File: src/rtl/sshd_pkg.sv
// ----------------------------------------------------------------------------
// sshd_pkg
// shared types and constants of the ssh binary packet deframer
// ----------------------------------------------------------------------------
package sshd_pkg;

   localparam logic [15:0] MAX_PACKET_LEN_RESET = 16'd35000;
   localparam logic [15:0] PAYLOAD_LIMIT_RESET  = 16'd4096;
   localparam logic [15:0] MIN_PACKET_LEN       = 16'd5;

   // csr register indexes
   localparam logic REG_MAX_PACKET_LEN = 1'b0;
   localparam logic REG_PAYLOAD_LIMIT  = 1'b1;

   // error codes
   localparam logic [1:0] ERR_NONE        = 2'd0;
   localparam logic [1:0] ERR_BAD_LENGTH  = 2'd1;
   localparam logic [1:0] ERR_PAD_TOO_LONG = 2'd2;
   localparam logic [1:0] ERR_OVER_LIMIT  = 2'd3;

   // parser phases
   localparam logic [2:0] PH_LENGTH  = 3'd0;
   localparam logic [2:0] PH_PADLEN  = 3'd1;
   localparam logic [2:0] PH_PAYLOAD = 3'd2;
   localparam logic [2:0] PH_PADDING = 3'd3;
   localparam logic [2:0] PH_DEAD    = 3'd4;

   typedef struct packed {
      logic [15:0] max_packet_len;
      logic [15:0] payload_limit;
   } cfg_type;

   typedef struct packed {
      logic        has_byte;
      logic [7:0]  payload_byte;
      logic        last_payload;
      logic        packet_end;
      logic [15:0] payload_length;
      logic [1:0]  error_code;
   } result_type;

endpackage

File: src/rtl/sshd_if.sv
// ----------------------------------------------------------------------------
// sshd request and response channels
// valid/ready channels carrying stream bytes in and deframed results out
// ----------------------------------------------------------------------------
interface sshd_req_if;
   logic       valid;
   logic       ready;
   logic [7:0] rx_byte;

   modport source (output valid, output rx_byte, input ready);
   modport sink (input valid, input rx_byte, output ready);
endinterface

interface sshd_rsp_if;
   logic        valid;
   logic        ready;
   logic        has_byte;
   logic [7:0]  payload_byte;
   logic        last_payload;
   logic        packet_end;
   logic [15:0] payload_length;
   logic [1:0]  error_code;

   modport source (output valid, output has_byte, output payload_byte,
                   output last_payload, output packet_end,
                   output payload_length, output error_code, input ready);
   modport sink (input valid, input has_byte, input payload_byte,
                 input last_payload, input packet_end,
                 input payload_length, input error_code, output ready);
endinterface

File: src/rtl/sshd_csr.sv
// ----------------------------------------------------------------------------
// sshd_csr
// apb register file holding the length limits
// ----------------------------------------------------------------------------
module sshd_csr (
   input  logic               clock,
   input  logic               reset,
   input  logic               psel,
   input  logic               penable,
   input  logic               pwrite,
   input  logic [2:0]         paddr,
   input  logic [31:0]        pwdata,
   output logic [31:0]        prdata,
   output logic               pready,
   output sshd_pkg::cfg_type  cfg
);

   logic [15:0] max_len_ff;
   logic [15:0] max_len_in;
   logic [15:0] pay_lim_ff;
   logic [15:0] pay_lim_in;
   logic        wr_en;

   assign pready = 1'b1;
   assign wr_en  = psel && penable && pwrite;

   always_comb begin
      max_len_in = max_len_ff;
      pay_lim_in = pay_lim_ff;
      if (wr_en) begin
         case (paddr[2])
            sshd_pkg::REG_MAX_PACKET_LEN: max_len_in = pwdata[15:0];
            sshd_pkg::REG_PAYLOAD_LIMIT:  pay_lim_in = pwdata[15:0];
            default: ;
         endcase
      end
   end

   always_ff @(posedge clock) begin
      if (reset) begin
         max_len_ff <= sshd_pkg::MAX_PACKET_LEN_RESET;
         pay_lim_ff <= sshd_pkg::PAYLOAD_LIMIT_RESET;
      end else begin
         max_len_ff <= max_len_in;
         pay_lim_ff <= pay_lim_in;
      end
   end

   always_comb begin
      case (paddr[2])
         sshd_pkg::REG_MAX_PACKET_LEN: prdata = {16'd0, max_len_ff};
         sshd_pkg::REG_PAYLOAD_LIMIT:  prdata = {16'd0, pay_lim_ff};
         default:                      prdata = 32'd0;
      endcase
   end

   assign cfg.max_packet_len = max_len_ff;
   assign cfg.payload_limit  = pay_lim_ff;

endmodule

File: src/rtl/sshd_parse.sv
// ----------------------------------------------------------------------------
// sshd_parse
// framing state machine: one stream byte per step, zero or one result
// ----------------------------------------------------------------------------
module sshd_parse (
   input  logic                 clock,
   input  logic                 reset,
   input  logic                 step,
   input  logic [7:0]           rx_byte,
   input  sshd_pkg::cfg_type    cfg,
   output logic                 res_valid,
   output sshd_pkg::result_type res
);

   logic [2:0]  phase_ff;
   logic [2:0]  phase_in;
   logic [15:0] len_lo_ff;
   logic [15:0] len_lo_in;
   logic        len_hi_ff;
   logic        len_hi_in;
   logic [15:0] pkt_len_ff;
   logic [15:0] pkt_len_in;
   logic [7:0]  pad_ff;
   logic [7:0]  pad_in;
   logic [15:0] cnt_ff;
   logic [15:0] cnt_in;
   logic [15:0] pay_cnt_ff;
   logic [15:0] pay_cnt_in;
   logic [15:0] cnt_next;
   logic [15:0] pay_len;

   assign cnt_next = cnt_ff + 16'd1;
   assign pay_len  = pkt_len_ff - 16'd1 - {8'd0, rx_byte};

   always_comb begin
      phase_in   = phase_ff;
      len_lo_in  = len_lo_ff;
      len_hi_in  = len_hi_ff;
      pkt_len_in = pkt_len_ff;
      pad_in     = pad_ff;
      cnt_in     = cnt_ff;
      pay_cnt_in = pay_cnt_ff;
      res_valid  = 1'b0;
      res        = '0;
      case (phase_ff)
         sshd_pkg::PH_LENGTH: begin
            // low 16 bits plus a sticky flag for anything above them
            len_lo_in = {len_lo_ff[7:0], rx_byte};
            len_hi_in = len_hi_ff | (len_lo_ff[15:8] != 8'd0);
            cnt_in    = cnt_next;
            if (cnt_ff == 16'd3) begin
               if (len_hi_in || (len_lo_in < sshd_pkg::MIN_PACKET_LEN) ||
                   (len_lo_in > cfg.max_packet_len)) begin
                  phase_in       = sshd_pkg::PH_DEAD;
                  res_valid      = 1'b1;
                  res.error_code = sshd_pkg::ERR_BAD_LENGTH;
               end else begin
                  pkt_len_in = len_lo_in;
                  cnt_in     = 16'd0;
                  phase_in   = sshd_pkg::PH_PADLEN;
               end
            end
         end
         sshd_pkg::PH_PADLEN: begin
            pad_in = rx_byte;
            if ({8'd0, rx_byte} >= (pkt_len_ff - 16'd1)) begin
               phase_in       = sshd_pkg::PH_DEAD;
               res_valid      = 1'b1;
               res.error_code = sshd_pkg::ERR_PAD_TOO_LONG;
            end else if (pay_len > cfg.payload_limit) begin
               pay_cnt_in     = pay_len;
               phase_in       = sshd_pkg::PH_DEAD;
               res_valid      = 1'b1;
               res.error_code = sshd_pkg::ERR_OVER_LIMIT;
            end else begin
               pay_cnt_in = pay_len;
               cnt_in     = 16'd0;
               phase_in   = sshd_pkg::PH_PAYLOAD;
            end
         end
         sshd_pkg::PH_PAYLOAD: begin
            res_valid        = 1'b1;
            res.has_byte     = 1'b1;
            res.payload_byte = rx_byte;
            cnt_in           = cnt_next;
            if (cnt_next >= pay_cnt_ff) begin
               res.last_payload = 1'b1;
               if (pad_ff == 8'd0) begin
                  res.packet_end     = 1'b1;
                  res.payload_length = pay_cnt_ff;
                  phase_in   = sshd_pkg::PH_LENGTH;
                  len_lo_in  = 16'd0;
                  len_hi_in  = 1'b0;
                  pkt_len_in = 16'd0;
                  pad_in     = 8'd0;
                  cnt_in     = 16'd0;
                  pay_cnt_in = 16'd0;
               end else begin
                  cnt_in   = 16'd0;
                  phase_in = sshd_pkg::PH_PADDING;
               end
            end
         end
         sshd_pkg::PH_PADDING: begin
            cnt_in = cnt_next;
            if (cnt_next >= {8'd0, pad_ff}) begin
               res_valid          = 1'b1;
               res.packet_end     = 1'b1;
               res.payload_length = pay_cnt_ff;
               phase_in   = sshd_pkg::PH_LENGTH;
               len_lo_in  = 16'd0;
               len_hi_in  = 1'b0;
               pkt_len_in = 16'd0;
               pad_in     = 8'd0;
               cnt_in     = 16'd0;
               pay_cnt_in = 16'd0;
            end
         end
         default: ;  // dead: input ignored until reset
      endcase
   end

   always_ff @(posedge clock) begin
      if (reset) begin
         phase_ff   <= sshd_pkg::PH_LENGTH;
         len_lo_ff  <= 16'd0;
         len_hi_ff  <= 1'b0;
         pkt_len_ff <= 16'd0;
         pad_ff     <= 8'd0;
         cnt_ff     <= 16'd0;
         pay_cnt_ff <= 16'd0;
      end else if (step) begin
         phase_ff   <= phase_in;
         len_lo_ff  <= len_lo_in;
         len_hi_ff  <= len_hi_in;
         pkt_len_ff <= pkt_len_in;
         pad_ff     <= pad_in;
         cnt_ff     <= cnt_in;
         pay_cnt_ff <= pay_cnt_in;
      end
   end

   a_dead_sticky: assert property (@(posedge clock) disable iff (reset)
      phase_ff == sshd_pkg::PH_DEAD |=> phase_ff == sshd_pkg::PH_DEAD)
      else $error("parser left the error phase");

   a_dead_quiet: assert property (@(posedge clock) disable iff (reset)
      phase_ff == sshd_pkg::PH_DEAD |-> !res_valid)
      else $error("result produced after an error");

   a_err_clean: assert property (@(posedge clock) disable iff (reset)
      res_valid && (res.error_code != sshd_pkg::ERR_NONE) |->
         !res.has_byte && !res.packet_end && (res.payload_length == 16'd0))
      else $error("error report carries data");

   a_end_len: assert property (@(posedge clock) disable iff (reset)
      res_valid && res.packet_end |-> res.payload_length != 16'd0)
      else $error("packet end with zero payload length");

endmodule

File: src/rtl/ssh_binary_packet_deframer_top.sv
// ----------------------------------------------------------------------------
// ssh_binary_packet_deframer_top
// splits a received byte stream into plaintext ssh binary packets
// a byte's result passes through the input register and then the result register
// throughput: one byte per cycle, set by the single-step framing state machine
// a cycle with no request or a stalled result slot simply holds the pipeline
// reset (synchronous, active high) restores limits 35000/4096 and restarts
// length collection; after any error, bytes are dropped until reset
// ----------------------------------------------------------------------------
module ssh_binary_packet_deframer_top (
   input  logic         clock,
   input  logic         reset,
   sshd_req_if.sink     req_chan,
   sshd_rsp_if.source   rsp_chan,
   input  logic         psel,
   input  logic         penable,
   input  logic         pwrite,
   input  logic [2:0]   paddr,
   input  logic [31:0]  pwdata,
   output logic [31:0]  prdata,
   output logic         pready
);

   sshd_pkg::cfg_type    cfg;
   sshd_pkg::result_type step_res;
   sshd_pkg::result_type out_res_ff;
   sshd_pkg::result_type out_res_in;

   // input register stage
   logic       in_valid_ff;
   logic       in_valid_in;
   logic [7:0] in_byte_ff;
   logic [7:0] in_byte_in;

   // result register stage
   logic       out_valid_ff;
   logic       out_valid_in;

   logic       out_free;
   logic       step;
   logic       step_valid;

   // limits from the apb register file
   sshd_csr u_csr (
      .clock   (clock),
      .reset   (reset),
      .psel    (psel),
      .penable (penable),
      .pwrite  (pwrite),
      .paddr   (paddr),
      .pwdata  (pwdata),
      .prdata  (prdata),
      .pready  (pready),
      .cfg     (cfg)
   );

   // result slot frees up when empty or being drained this cycle
   assign out_free = !out_valid_ff || rsp_chan.ready;
   // the held byte is framed when its result (if any) has a place to go
   assign step     = in_valid_ff && out_free;

   // input stage takes a new request whenever its byte moves on
   assign req_chan.ready = !in_valid_ff || out_free;

   always_comb begin
      in_valid_in = in_valid_ff;
      in_byte_in  = in_byte_ff;
      if (req_chan.ready) begin
         in_valid_in = req_chan.valid;
         in_byte_in  = req_chan.rx_byte;
      end
   end

   sshd_parse u_parse (
      .clock     (clock),
      .reset     (reset),
      .step      (step),
      .rx_byte   (in_byte_ff),
      .cfg       (cfg),
      .res_valid (step_valid),
      .res       (step_res)
   );

   // quiet bytes (length, pad length, padding) leave the slot empty
   always_comb begin
      out_valid_in = out_valid_ff;
      out_res_in   = out_res_ff;
      if (out_free) begin
         out_valid_in = step && step_valid;
         out_res_in   = step_res;
      end
   end

   always_ff @(posedge clock) begin
      if (reset) begin
         in_valid_ff  <= 1'b0;
         out_valid_ff <= 1'b0;
      end else begin
         in_valid_ff  <= in_valid_in;
         out_valid_ff <= out_valid_in;
      end
   end

   // payload registers need no reset
   always_ff @(posedge clock) begin
      in_byte_ff <= in_byte_in;
      out_res_ff <= out_res_in;
   end

   assign rsp_chan.valid          = out_valid_ff;
   assign rsp_chan.has_byte       = out_res_ff.has_byte;
   assign rsp_chan.payload_byte   = out_res_ff.payload_byte;
   assign rsp_chan.last_payload   = out_res_ff.last_payload;
   assign rsp_chan.packet_end     = out_res_ff.packet_end;
   assign rsp_chan.payload_length = out_res_ff.payload_length;
   assign rsp_chan.error_code     = out_res_ff.error_code;

endmodule

File: src/flat_wrapper.sv
// flat-port wrapper written by rule: the top's interface ports become plain ports
module ssh_binary_packet_deframer_top_flat 
  (clock, reset, psel, penable, pwrite, paddr, pwdata, prdata, pready, req_chan_valid, req_chan_rx_byte, req_chan_ready, rsp_chan_valid, rsp_chan_has_byte, rsp_chan_payload_byte, rsp_chan_last_payload, rsp_chan_packet_end, rsp_chan_payload_length, rsp_chan_error_code, rsp_chan_ready);
  sshd_req_if req_chan_i ();
  sshd_rsp_if rsp_chan_i ();
  input  logic clock;
  input  logic reset;
  input  logic psel;
  input  logic penable;
  input  logic pwrite;
  input  logic [2:0] paddr;
  input  logic [31:0] pwdata;
  output logic [31:0] prdata;
  output logic pready;
  input wire logic [$bits(req_chan_i.valid)-1:0] req_chan_valid;
  input wire logic [$bits(req_chan_i.rx_byte)-1:0] req_chan_rx_byte;
  output wire logic [$bits(req_chan_i.ready)-1:0] req_chan_ready;
  output wire logic [$bits(rsp_chan_i.valid)-1:0] rsp_chan_valid;
  output wire logic [$bits(rsp_chan_i.has_byte)-1:0] rsp_chan_has_byte;
  output wire logic [$bits(rsp_chan_i.payload_byte)-1:0] rsp_chan_payload_byte;
  output wire logic [$bits(rsp_chan_i.last_payload)-1:0] rsp_chan_last_payload;
  output wire logic [$bits(rsp_chan_i.packet_end)-1:0] rsp_chan_packet_end;
  output wire logic [$bits(rsp_chan_i.payload_length)-1:0] rsp_chan_payload_length;
  output wire logic [$bits(rsp_chan_i.error_code)-1:0] rsp_chan_error_code;
  input wire logic [$bits(rsp_chan_i.ready)-1:0] rsp_chan_ready;
  assign req_chan_i.valid = req_chan_valid;
  assign req_chan_i.rx_byte = req_chan_rx_byte;
  assign req_chan_ready = req_chan_i.ready;
  assign rsp_chan_valid = rsp_chan_i.valid;
  assign rsp_chan_has_byte = rsp_chan_i.has_byte;
  assign rsp_chan_payload_byte = rsp_chan_i.payload_byte;
  assign rsp_chan_last_payload = rsp_chan_i.last_payload;
  assign rsp_chan_packet_end = rsp_chan_i.packet_end;
  assign rsp_chan_payload_length = rsp_chan_i.payload_length;
  assign rsp_chan_error_code = rsp_chan_i.error_code;
  assign rsp_chan_i.ready = rsp_chan_ready;
  ssh_binary_packet_deframer_top u_core (.clock(clock), .reset(reset), .req_chan(req_chan_i), .rsp_chan(rsp_chan_i), .psel(psel), .penable(penable), .pwrite(pwrite), .paddr(paddr), .pwdata(pwdata), .prdata(prdata), .pready(pready));
endmodule
File: config.mk
export PLATFORM = sky130hd
export DESIGN_NAME = ssh_binary_packet_deframer_top_flat
export DESIGN_NICKNAME = d
export VERILOG_FILES = /design/src/rtl/sshd_pkg.sv /design/src/rtl/sshd_if.sv /design/src/rtl/sshd_csr.sv /design/src/rtl/sshd_parse.sv /design/src/rtl/ssh_binary_packet_deframer_top.sv /design/src/flat_wrapper.sv
export SDC_FILE = /design/constraint.sdc
export NUM_CORES = 1
export LEC_CHECK = 0
export BUFFER_PORTS_ARGS = -buffer_cell sky130_fd_sc_hd__buf_2
export CAP_MARGIN = 20
export CORE_MARGIN = 3
export CORE_UTILIZATION = 30
export CTS_CLUSTER_DIAMETER = 100
export CTS_CLUSTER_SIZE = 8
export DETAILED_ROUTE_END_ITERATION = 16
export PLACE_DENSITY = 0.53
export SLEW_MARGIN = 10
export SYNTH_ARGS = -nofsm -noshare
export SYNTH_HDL_FRONTEND = slang
export SYNTH_HIERARCHICAL = 1
export SYNTH_SLANG_ARGS = --single-unit
File: constraint.sdc
create_clock -name clock -period 4.8 [get_ports clock]
set_clock_uncertainty 0.1 [all_clocks]
set_input_delay 0.48 -clock clock [delete_from_list [all_inputs] [get_ports clock]]
set_output_delay 0.48 -clock clock [all_outputs]
set_load 0.03 [all_outputs]
==> results.cfg, run 1 <==
[power_and_ir_drop]
post-layout-total-power_w = 0.003048
share_clk_of_total_power_pct = 44.9
power.internal_w = 0.002162
sequential_power_share_pct = 42.7
worst_voltage_drop_across_the_vdd_grid_v = 0.0002315
net-switching-power_w = 0.0008868
leakage_nw = 4.910
power.share.combinational_pct = 12.4
power_dens_cells_mw_per_mm2 = 267.5
netSwitchingFraction_pct = 29.09

[layout]
synthToLayoutAreaGrowth_pct = 21.83
fin_util_pct = 37.16
antenna_cells_inserted = 0
final_layout_size_suffix_gt1_share_pct = 25.94
final-instance-count-excl-fill = 1545
finalNetCount = 1254
n_fill_cell = 3124

[status]
run_status = complete, but fails checks
violations = setup timing

[route]
detailroute.via_count = 7773
drc = 0
ant_nets = 0
routed_wirelength_um = 27080
drt-vias-per-instance = 5.031
drt_first_pass_iters = 5
detail_route.wl_per_cell_um = 17.53
detailedRoute.firstIterationViolations = 507

[synthesis]
asyncSetResetFlopFracSynth_pct = 0
synth.distinct_cells = 84
yosys_most_used_dff = sky130_fd_sc_hd__dfxtp_1
synth-warning-count = 6
avgSynthCellArea_um2 = 9.181
ys_seq_elements = 147
mappedNetlistArea_mm2 = 0.009355
syn-instance-count = 1019
synth-edff-count = 37
synth-seq-area-share_pct = 35.42

[global_route]
grt_antenna_before_repair = 0
maximum_number_of_pins_on_one_net_before_global_route_repair = 80
grtUsageTotal_pct = 16.10
gr-total-overflow = 0
grt_pass1_vias = 7448
grt_pass1_wl_um = 42190

[clocking]
cts_hold_buf = 0
numCtsBuffers = 17
clock_sinks = 147
clockBufferDepth = 2
clock_tree.htree_level_count = 4
clkTransAtPathRegs_ns = 0.08
cts-root-buf = sky130_fd_sc_hd__clkbuf_16
cts_tree = done
insertion_delay_ns = 0.43

[sta]
min_period_over_period_pct = 102.4
setup_ws_ns = -0.1166
worst-slew-pin-transition_ns = 0.8948
timing.max_slew.rel_slack_pct = 40.34
timing.final.setup_violations = 17
hold_violation_total_from_the_final_report = 0
setup_repair_after_global_routing_missed_its_margin = yes
final.hold.worst_slack_ns = 0.1421
report.final.slew_viol_count = 0
final_worst_path_period_need_ns = 4.917
maximum_clock_frequency_mhz = 203.4
finalSetupTns_ns = -1.193

[placement]
io_buffer_count = 78
numPlacedInstances = 1498
post-dp-hpwl_um = 20560
finalWeightedCongestion = 0.8961

[floorplan]
rows = 64
design.core.area_mm2 = 0.03067
die_w_um = 182.6
pin_count = 114
floorplan.die.height_um = 182.6
die_area_mm2 = 0.03334
initial_core_util_pct = 30.50

[setup_path]
timing.rr.start = u_core/u_parse/pkt_len_ff[1]
critical_path_class = reg2reg
worst-r2r-setup-slack_ns = -0.12
cp_required_ns = 5.05
critPathLaunch = u_core/u_parse/pkt_len_ff[1]
critPathLaunchType = flop
highest_net_fanout_along_the_worst_path = 8
worstPathArrival_ns = 5.17
rr_endpoint = u_core/u_parse/cnt_ff[14]
worst_r2r_path_depth = 23
capturing_instance_or_port_of_the_critical_path = u_core/u_parse/cnt_ff[14]
timing.critical_path.to_type = flop

[worst_hold_path]
timing.hold.worst.class = in2reg

[flow_run]
drv_cap = 0
## final cells by class
| type | count | area [µm²] | area share [%] |
|---|---|---|---|
| Timing Repair Buffer | 156 | 1002 | 8.793 |
| Inverter | 83 | 311.5 | 2.734 |
| Clock buffer | 18 | 450.4 | 3.952 |
| Tap cell | 396 | 495.5 | 4.347 |
| Clock inverter | 14 | 156.4 | 1.372 |
| Sequential cell | 147 | 3317 | 29.10 |
| Multi-Input combinational cell | 731 | 5664 | 49.70 |
## routing by layer
metal | global-route usage [%] | vias up | wire length (µm)
met5 | 0 | - | 0
met4 | 4.814 | 0 | 483
met3 | 2.312 | 28 | 1024
met2 | 26.17 | 177 | 12620
met1 | 22.18 | 3758 | 12950
li1 | - | 3810 | -
## worst min-delay path by stage
stage / startpoint / slack (ns) / to / cells after the start
floorplan: u_core/in_valid_ff / 0.34 / u_core/rsp_chan.valid / 2
global placement: u_core/u_parse/pay_cnt_ff[12] / 0.37 / u_core/u_parse/pay_cnt_ff[12] / 2
detailed placement: u_core/u_parse/pay_cnt_ff[12] / 0.37 / u_core/u_parse/pay_cnt_ff[12] / 2
CTS: req_chan_rx_byte[0] / 0.12 / u_core/in_byte_ff[0] / 1
global route: req_chan_rx_byte[0] / 0.12 / u_core/in_byte_ff[0] / 1
finish: req_chan_rx_byte[0] / 0.14 / u_core/in_byte_ff[0] / 1
## per-stage QoR
stage,instance area [µm²],setup WS [ns]
2_1_floorplan,9485,-0.02200
3_3_place_gp,10450,-0.2847
3_5_place_dp,10450,-0.3237
4_1_cts,11180,-0.01957
5_1_grt,11400,-0.2675
6_report,11400,-0.1166
## Yosys cell counts, drive strengths merged (30+ instances only)
cell    number  area (µm²)
nand2b      51       319.1
mux2i       55       550.5
dfxtp      110        2202
o21ai       33       165.2
nand2       51       193.9
a21oi       30       150.1
mux2        31       349.1
nor2        81       304.0
ha          67       838.3
nor3        34       192.7
inv         83       311.6
clkbuf      40       151.4
buf         33       255.2
edfxtp      37        1111
## sequential cells by signal, indices dropped and copies added, names as in the netlist, 2 cells and up
register / flops
u_core/u_csr/pay_lim_ff: 16
u_core/rsp_chan.payload_byte: 8
u_core/u_parse/len_lo_ff: 16
u_core/u_csr/max_len_ff: 16
u_core/u_parse/pad_ff: 8
u_core/u_parse/pay_cnt_ff: 16
u_core/in_byte_ff: 8
u_core/rsp_chan.error_code: 2
u_core/u_parse/phase_ff: 3
u_core/rsp_chan.payload_length: 16
u_core/u_parse/pkt_len_ff: 16
u_core/u_parse/cnt_ff: 16
## layout by cell type, fill, tap and decap left out, types with 25 or more instances in the layout
master                       n
sky130_fd_sc_hd__buf_2      77
sky130_fd_sc_hd__inv_1      79
sky130_fd_sc_hd__dfxtp_1   107
sky130_fd_sc_hd__nor3_1     29
sky130_fd_sc_hd__mux2_2     31
sky130_fd_sc_hd__mux2i_1    55
sky130_fd_sc_hd__o21ai_0    25
sky130_fd_sc_hd__ha_1       63
sky130_fd_sc_hd__buf_4      75
sky130_fd_sc_hd__nor2_1     76
sky130_fd_sc_hd__nand2_1    49
sky130_fd_sc_hd__nand2b_1   51
sky130_fd_sc_hd__a21oi_1    26
sky130_fd_sc_hd__edfxtp_1   37
## critical path, stage by stage (launching register included)
cell and delay, ns:
sky130_fd_sc_hd__dfxtp_2 0.34, sky130_fd_sc_hd__inv_2 0.08, sky130_fd_sc_hd__ha_4 0.13, sky130_fd_sc_hd__or3b_4 0.40, sky130_fd_sc_hd__nor3_4 0.13, sky130_fd_sc_hd__xor2_1 0.09, sky130_fd_sc_hd__ha_1 0.34, sky130_fd_sc_hd__buf_4 0.13
sky130_fd_sc_hd__nand4_1 0.12, sky130_fd_sc_hd__a211oi_2 0.24, sky130_fd_sc_hd__nor2_2 0.09, sky130_fd_sc_hd__nand2_4 0.13, sky130_fd_sc_hd__nor2_2 0.05, sky130_fd_sc_hd__o31ai_2 0.21, sky130_fd_sc_hd__xnor2_1 0.19, sky130_fd_sc_hd__ha_1 0.29
sky130_fd_sc_hd__o21ai_0 0.19, sky130_fd_sc_hd__o21ai_0 0.13, sky130_fd_sc_hd__o211ai_1 0.17, sky130_fd_sc_hd__o2111ai_4 0.15, sky130_fd_sc_hd__nor2b_4 0.16, sky130_fd_sc_hd__o21a_4 0.20, sky130_fd_sc_hd__or4_4 0.53, sky130_fd_sc_hd__o31ai_2 0.23
## cell families (layout without fill, tap and decap cells)
kind of cell | after synthesis | after routing | synth area share [%]
compound gates | 156 | 156 | 12.25
xor+xnor | 38 | 38 | 3.758
fa+ha+maj | 68 | 68 | 9.175
buf+inv | 156 | 271 | 7.677
flops | 147 | 147 | 35.42
mux | 86 | 86 | 9.616
other cells | 2 | 17 | 0.08028
simple gates | 366 | 366 | 22.03
## power by group through the flow
stage               clock, W  sequential, W  combinational [W]
finish               0.00137        0.00130           0.000378
detailed placement         0        0.00133           0.000356
global placement           0        0.00133           0.000353
global route         0.00145        0.00130           0.000411
CTS                  0.00140        0.00130           0.000365
floorplan                  0        0.00132           0.000244
## repair_timing
| item | CTS | global route |
|---|---|---|
| setup buffers | 7 | 10 |
| pin swaps | 22 | 10 |
| resized for setup | 18 | 28 |
| setup endpoints to repair | 18 | 20 |
(Power assumes the default switching activity.)
==> run 2, diff against run 1 <==
--- a/config.mk
+++ b/config.mk
@@ -12,7 +12,7 @@
 export CTS_CLUSTER_DIAMETER = 100
 export CTS_CLUSTER_SIZE = 8
 export DETAILED_ROUTE_END_ITERATION = 16
-export PLACE_DENSITY = 0.53
+export PLACE_DENSITY_LB_ADDON = 0.05
 export SLEW_MARGIN = 10
 export SYNTH_ARGS = -nofsm -noshare
 export SYNTH_HDL_FRONTEND = slang
==> results.cfg, run 2 (synthesized netlist as in run 1, its figures left out) <==
[route]
detailroute.via_count = 7655
top_layer_used = met4
drt-vias-per-instance = 4.888
met2_length_um = 13370
detailedRoute.firstIterationViolations = 343
met1_length_um = 14660
wl_met3_um = 1026
detail_route.wl_per_cell_um = 18.80
drt_first_pass_iters = 6
ant_nets = 0
routed_wirelength_um = 29440
drc = 0

[global_route]
grt_pass1_wl_um = 45530
grt_pass1_vias = 7544
gr-total-overflow = 0
maximum_number_of_pins_on_one_net_before_global_route_repair = 84
grtUsageTotal_pct = 17.96
grt_antenna_before_repair = 0

[layout]
layout_common_cells = sky130_fd_sc_hd__dfxtp_1, sky130_fd_sc_hd__buf_4, sky130_fd_sc_hd__inv_1, sky130_fd_sc_hd__nor2_1, sky130_fd_sc_hd__buf_2
n_fill_cell = 3173
final_layout_size_suffix_gt1_share_pct = 26.60
synthToLayoutAreaGrowth_pct = 23.12
finalNetCount = 1274
layout_commonest_cell = sky130_fd_sc_hd__dfxtp_1

[clocking]
clkTransAtPathRegs_ns = 0.07
insertion_delay_ns = 0.45
cts_hold_buf = 0
numCtsBuffers = 17
clock_tree.htree_level_count = 4
cts_tree = done
clockBufferDepth = 2
clock_sinks = 147
cts-root-buf = sky130_fd_sc_hd__clkbuf_16

[placement]
finalWeightedCongestion = 0.8398
pre_cts_slack_ns = -0.3984
io_buffer_count = 78
post-dp-hpwl_um = 22490

[sta]
final_worst_path_period_need_ns = 4.976
timing.max_slew.rel_slack_pct = 38.87
setup_repair_after_global_routing_missed_its_margin = yes
setup_ws_ns = -0.1759
min_period_over_period_pct = 103.7
report.final.slew_viol_count = 0
timing.final.setup_violations = 17
final.hold.worst_slack_ns = 0.1066
maximum_clock_frequency_mhz = 201.0
worst-slew-pin-transition_ns = 0.9170
hold_violation_total_from_the_final_report = 0

[setup_path]
timing.critical_path.to_type = flop
worstPathArrival_ns = 5.21
critPathLaunch = u_core/u_parse/pkt_len_ff[0]
cp_required_ns = 5.04
timing.rr.start = u_core/u_parse/pkt_len_ff[0]
highest_net_fanout_along_the_worst_path = 8
critPathLaunchType = flop
critical_path_class = reg2reg

[status]
violations = setup timing
run_status = complete, but fails checks

[worst_hold_path]
worstHoldStart = req_chan_rx_byte[6]
timing.hold.worst.class = in2reg

[flow_run]
drv_cap = 0

[power_and_ir_drop]
worst_voltage_drop_across_the_vdd_grid_v = 0.0002549
power_dens_cells_mw_per_mm2 = 265.0
leakage_nw = 4.999

[floorplan]
die_w_um = 182.6
initial_core_util_pct = 30.50
rows = 64
design.core.area_mm2 = 0.03067
floorplan.die.height_um = 182.6
die_area_mm2 = 0.03334
pin_count = 114
-- run 2: cell types whose count changed in the layout (fill, tap and decap cells not counted), sizes merged --
cell | before | now
inv | 92 | 88
clkinvlp | 1 | 2
diode | 0 | 1
bufinv | 0 | 2
clkbuf | 18 | 19
buf | 156 | 176
-- run 2: power breakdown --
part / switching, W / total [W] / internal [W]
clock network: 0.000592 / 0.00137 / 0.000774
logic: 0.000228 / 0.000385 / 0.000158
registers: 0.0000195 / 0.00130 / 0.00128
total: 0.000839 / 0.00305 / 0.00221
-- run 2: through the flow --
stage | instances | utilization [%] | cell area, µm² | TNS [ns] | total power [W]
6_report | 1566 | 37.56 | 11520 | -1.700 | 0.003053
5_1_grt | 1565 | 37.55 | 11520 | -5.553 | 0.003203
4_1_cts | 1559 | 37.04 | 11360 | -0.9272 | 0.003092
3_5_place_dp | 1509 | 34.37 | 10540 | -5.761 | 0.001696
3_3_place_gp | 1509 | 34.37 | 10540 | -4.386 | 0.001697
2_1_floorplan | 1034 | - | 9485 | -0.02200 | 0.001567
-- run 2: final timing paths --
path                                                      end  slack, ns  depth (start not counted)
worst min register to register  u_core/u_parse/pay_cnt_ff[12]       0.38                          2
worst max register to register       u_core/u_parse/cnt_ff[2]      -0.18                         24
worst min-delay path                     u_core/in_byte_ff[6]       0.11                          1
worst max-delay path                 u_core/u_parse/cnt_ff[2]      -0.18                         24
-- run 2: layout make-up --
type / count / area, µm² / area share [%]
Multi-Input combinational cell: 731 / 5647 / 49.02
Sequential cell: 147 / 3316 / 28.79
Timing Repair Buffer: 176 / 1165 / 10.11
Tap cell: 396 / 495.5 / 4.302
Clock buffer: 19 / 432.9 / 3.758
Inverter: 83 / 311.5 / 2.705
Clock inverter: 13 / 148.9 / 1.293
Antenna cell: 1 / 2.502 / 0.02173
-- run 2: what timing repair did --
action / in CTS / in global routing
gates resized for setup: 19 / 23
hold endpoints to repair: 0 / 0
pin swaps: 27 / 25
setup buffers: 19 / 6
setup endpoints to repair: 19 / 21
cloned: 0 / 0
-- run 2: metal layers --
| metal | track usage [%] | vias up |
|---|---|---|
| met4 | 4.479 | 0 |
| li1 | - | 3862 |
| met5 | 0 | - |
| met1 | 25.47 | 3642 |
| met3 | 3.229 | 18 |
| met2 | 28.27 | 133 |
-- run 2: worst max-delay path, stage by stage, from the launching register on --
cell                        delay (ns)
sky130_fd_sc_hd__dfxtp_2          0.33
sky130_fd_sc_hd__or4_4            0.57
sky130_fd_sc_hd__buf_4            0.18
sky130_fd_sc_hd__nand2_1          0.10
sky130_fd_sc_hd__ha_1             0.28
sky130_fd_sc_hd__o21a_1           0.13
sky130_fd_sc_hd__o31ai_1          0.11
sky130_fd_sc_hd__a21oi_2          0.14
sky130_fd_sc_hd__a221oi_2         0.30
sky130_fd_sc_hd__buf_4            0.20
sky130_fd_sc_hd__o21bai_4         0.06
sky130_fd_sc_hd__a21oi_2          0.17
sky130_fd_sc_hd__xnor2_2          0.14
sky130_fd_sc_hd__inv_2            0.08
sky130_fd_sc_hd__ha_4             0.26
sky130_fd_sc_hd__nand4_1          0.13
sky130_fd_sc_hd__nor3_2           0.24
sky130_fd_sc_hd__a21bo_2          0.26
sky130_fd_sc_hd__o2111ai_4        0.11
sky130_fd_sc_hd__nor2b_4          0.20
sky130_fd_sc_hd__o21a_4           0.14
sky130_fd_sc_hd__buf_6            0.10
sky130_fd_sc_hd__nor4_4           0.04
sky130_fd_sc_hd__buf_6            0.18
sky130_fd_sc_hd__a221o_1          0.28
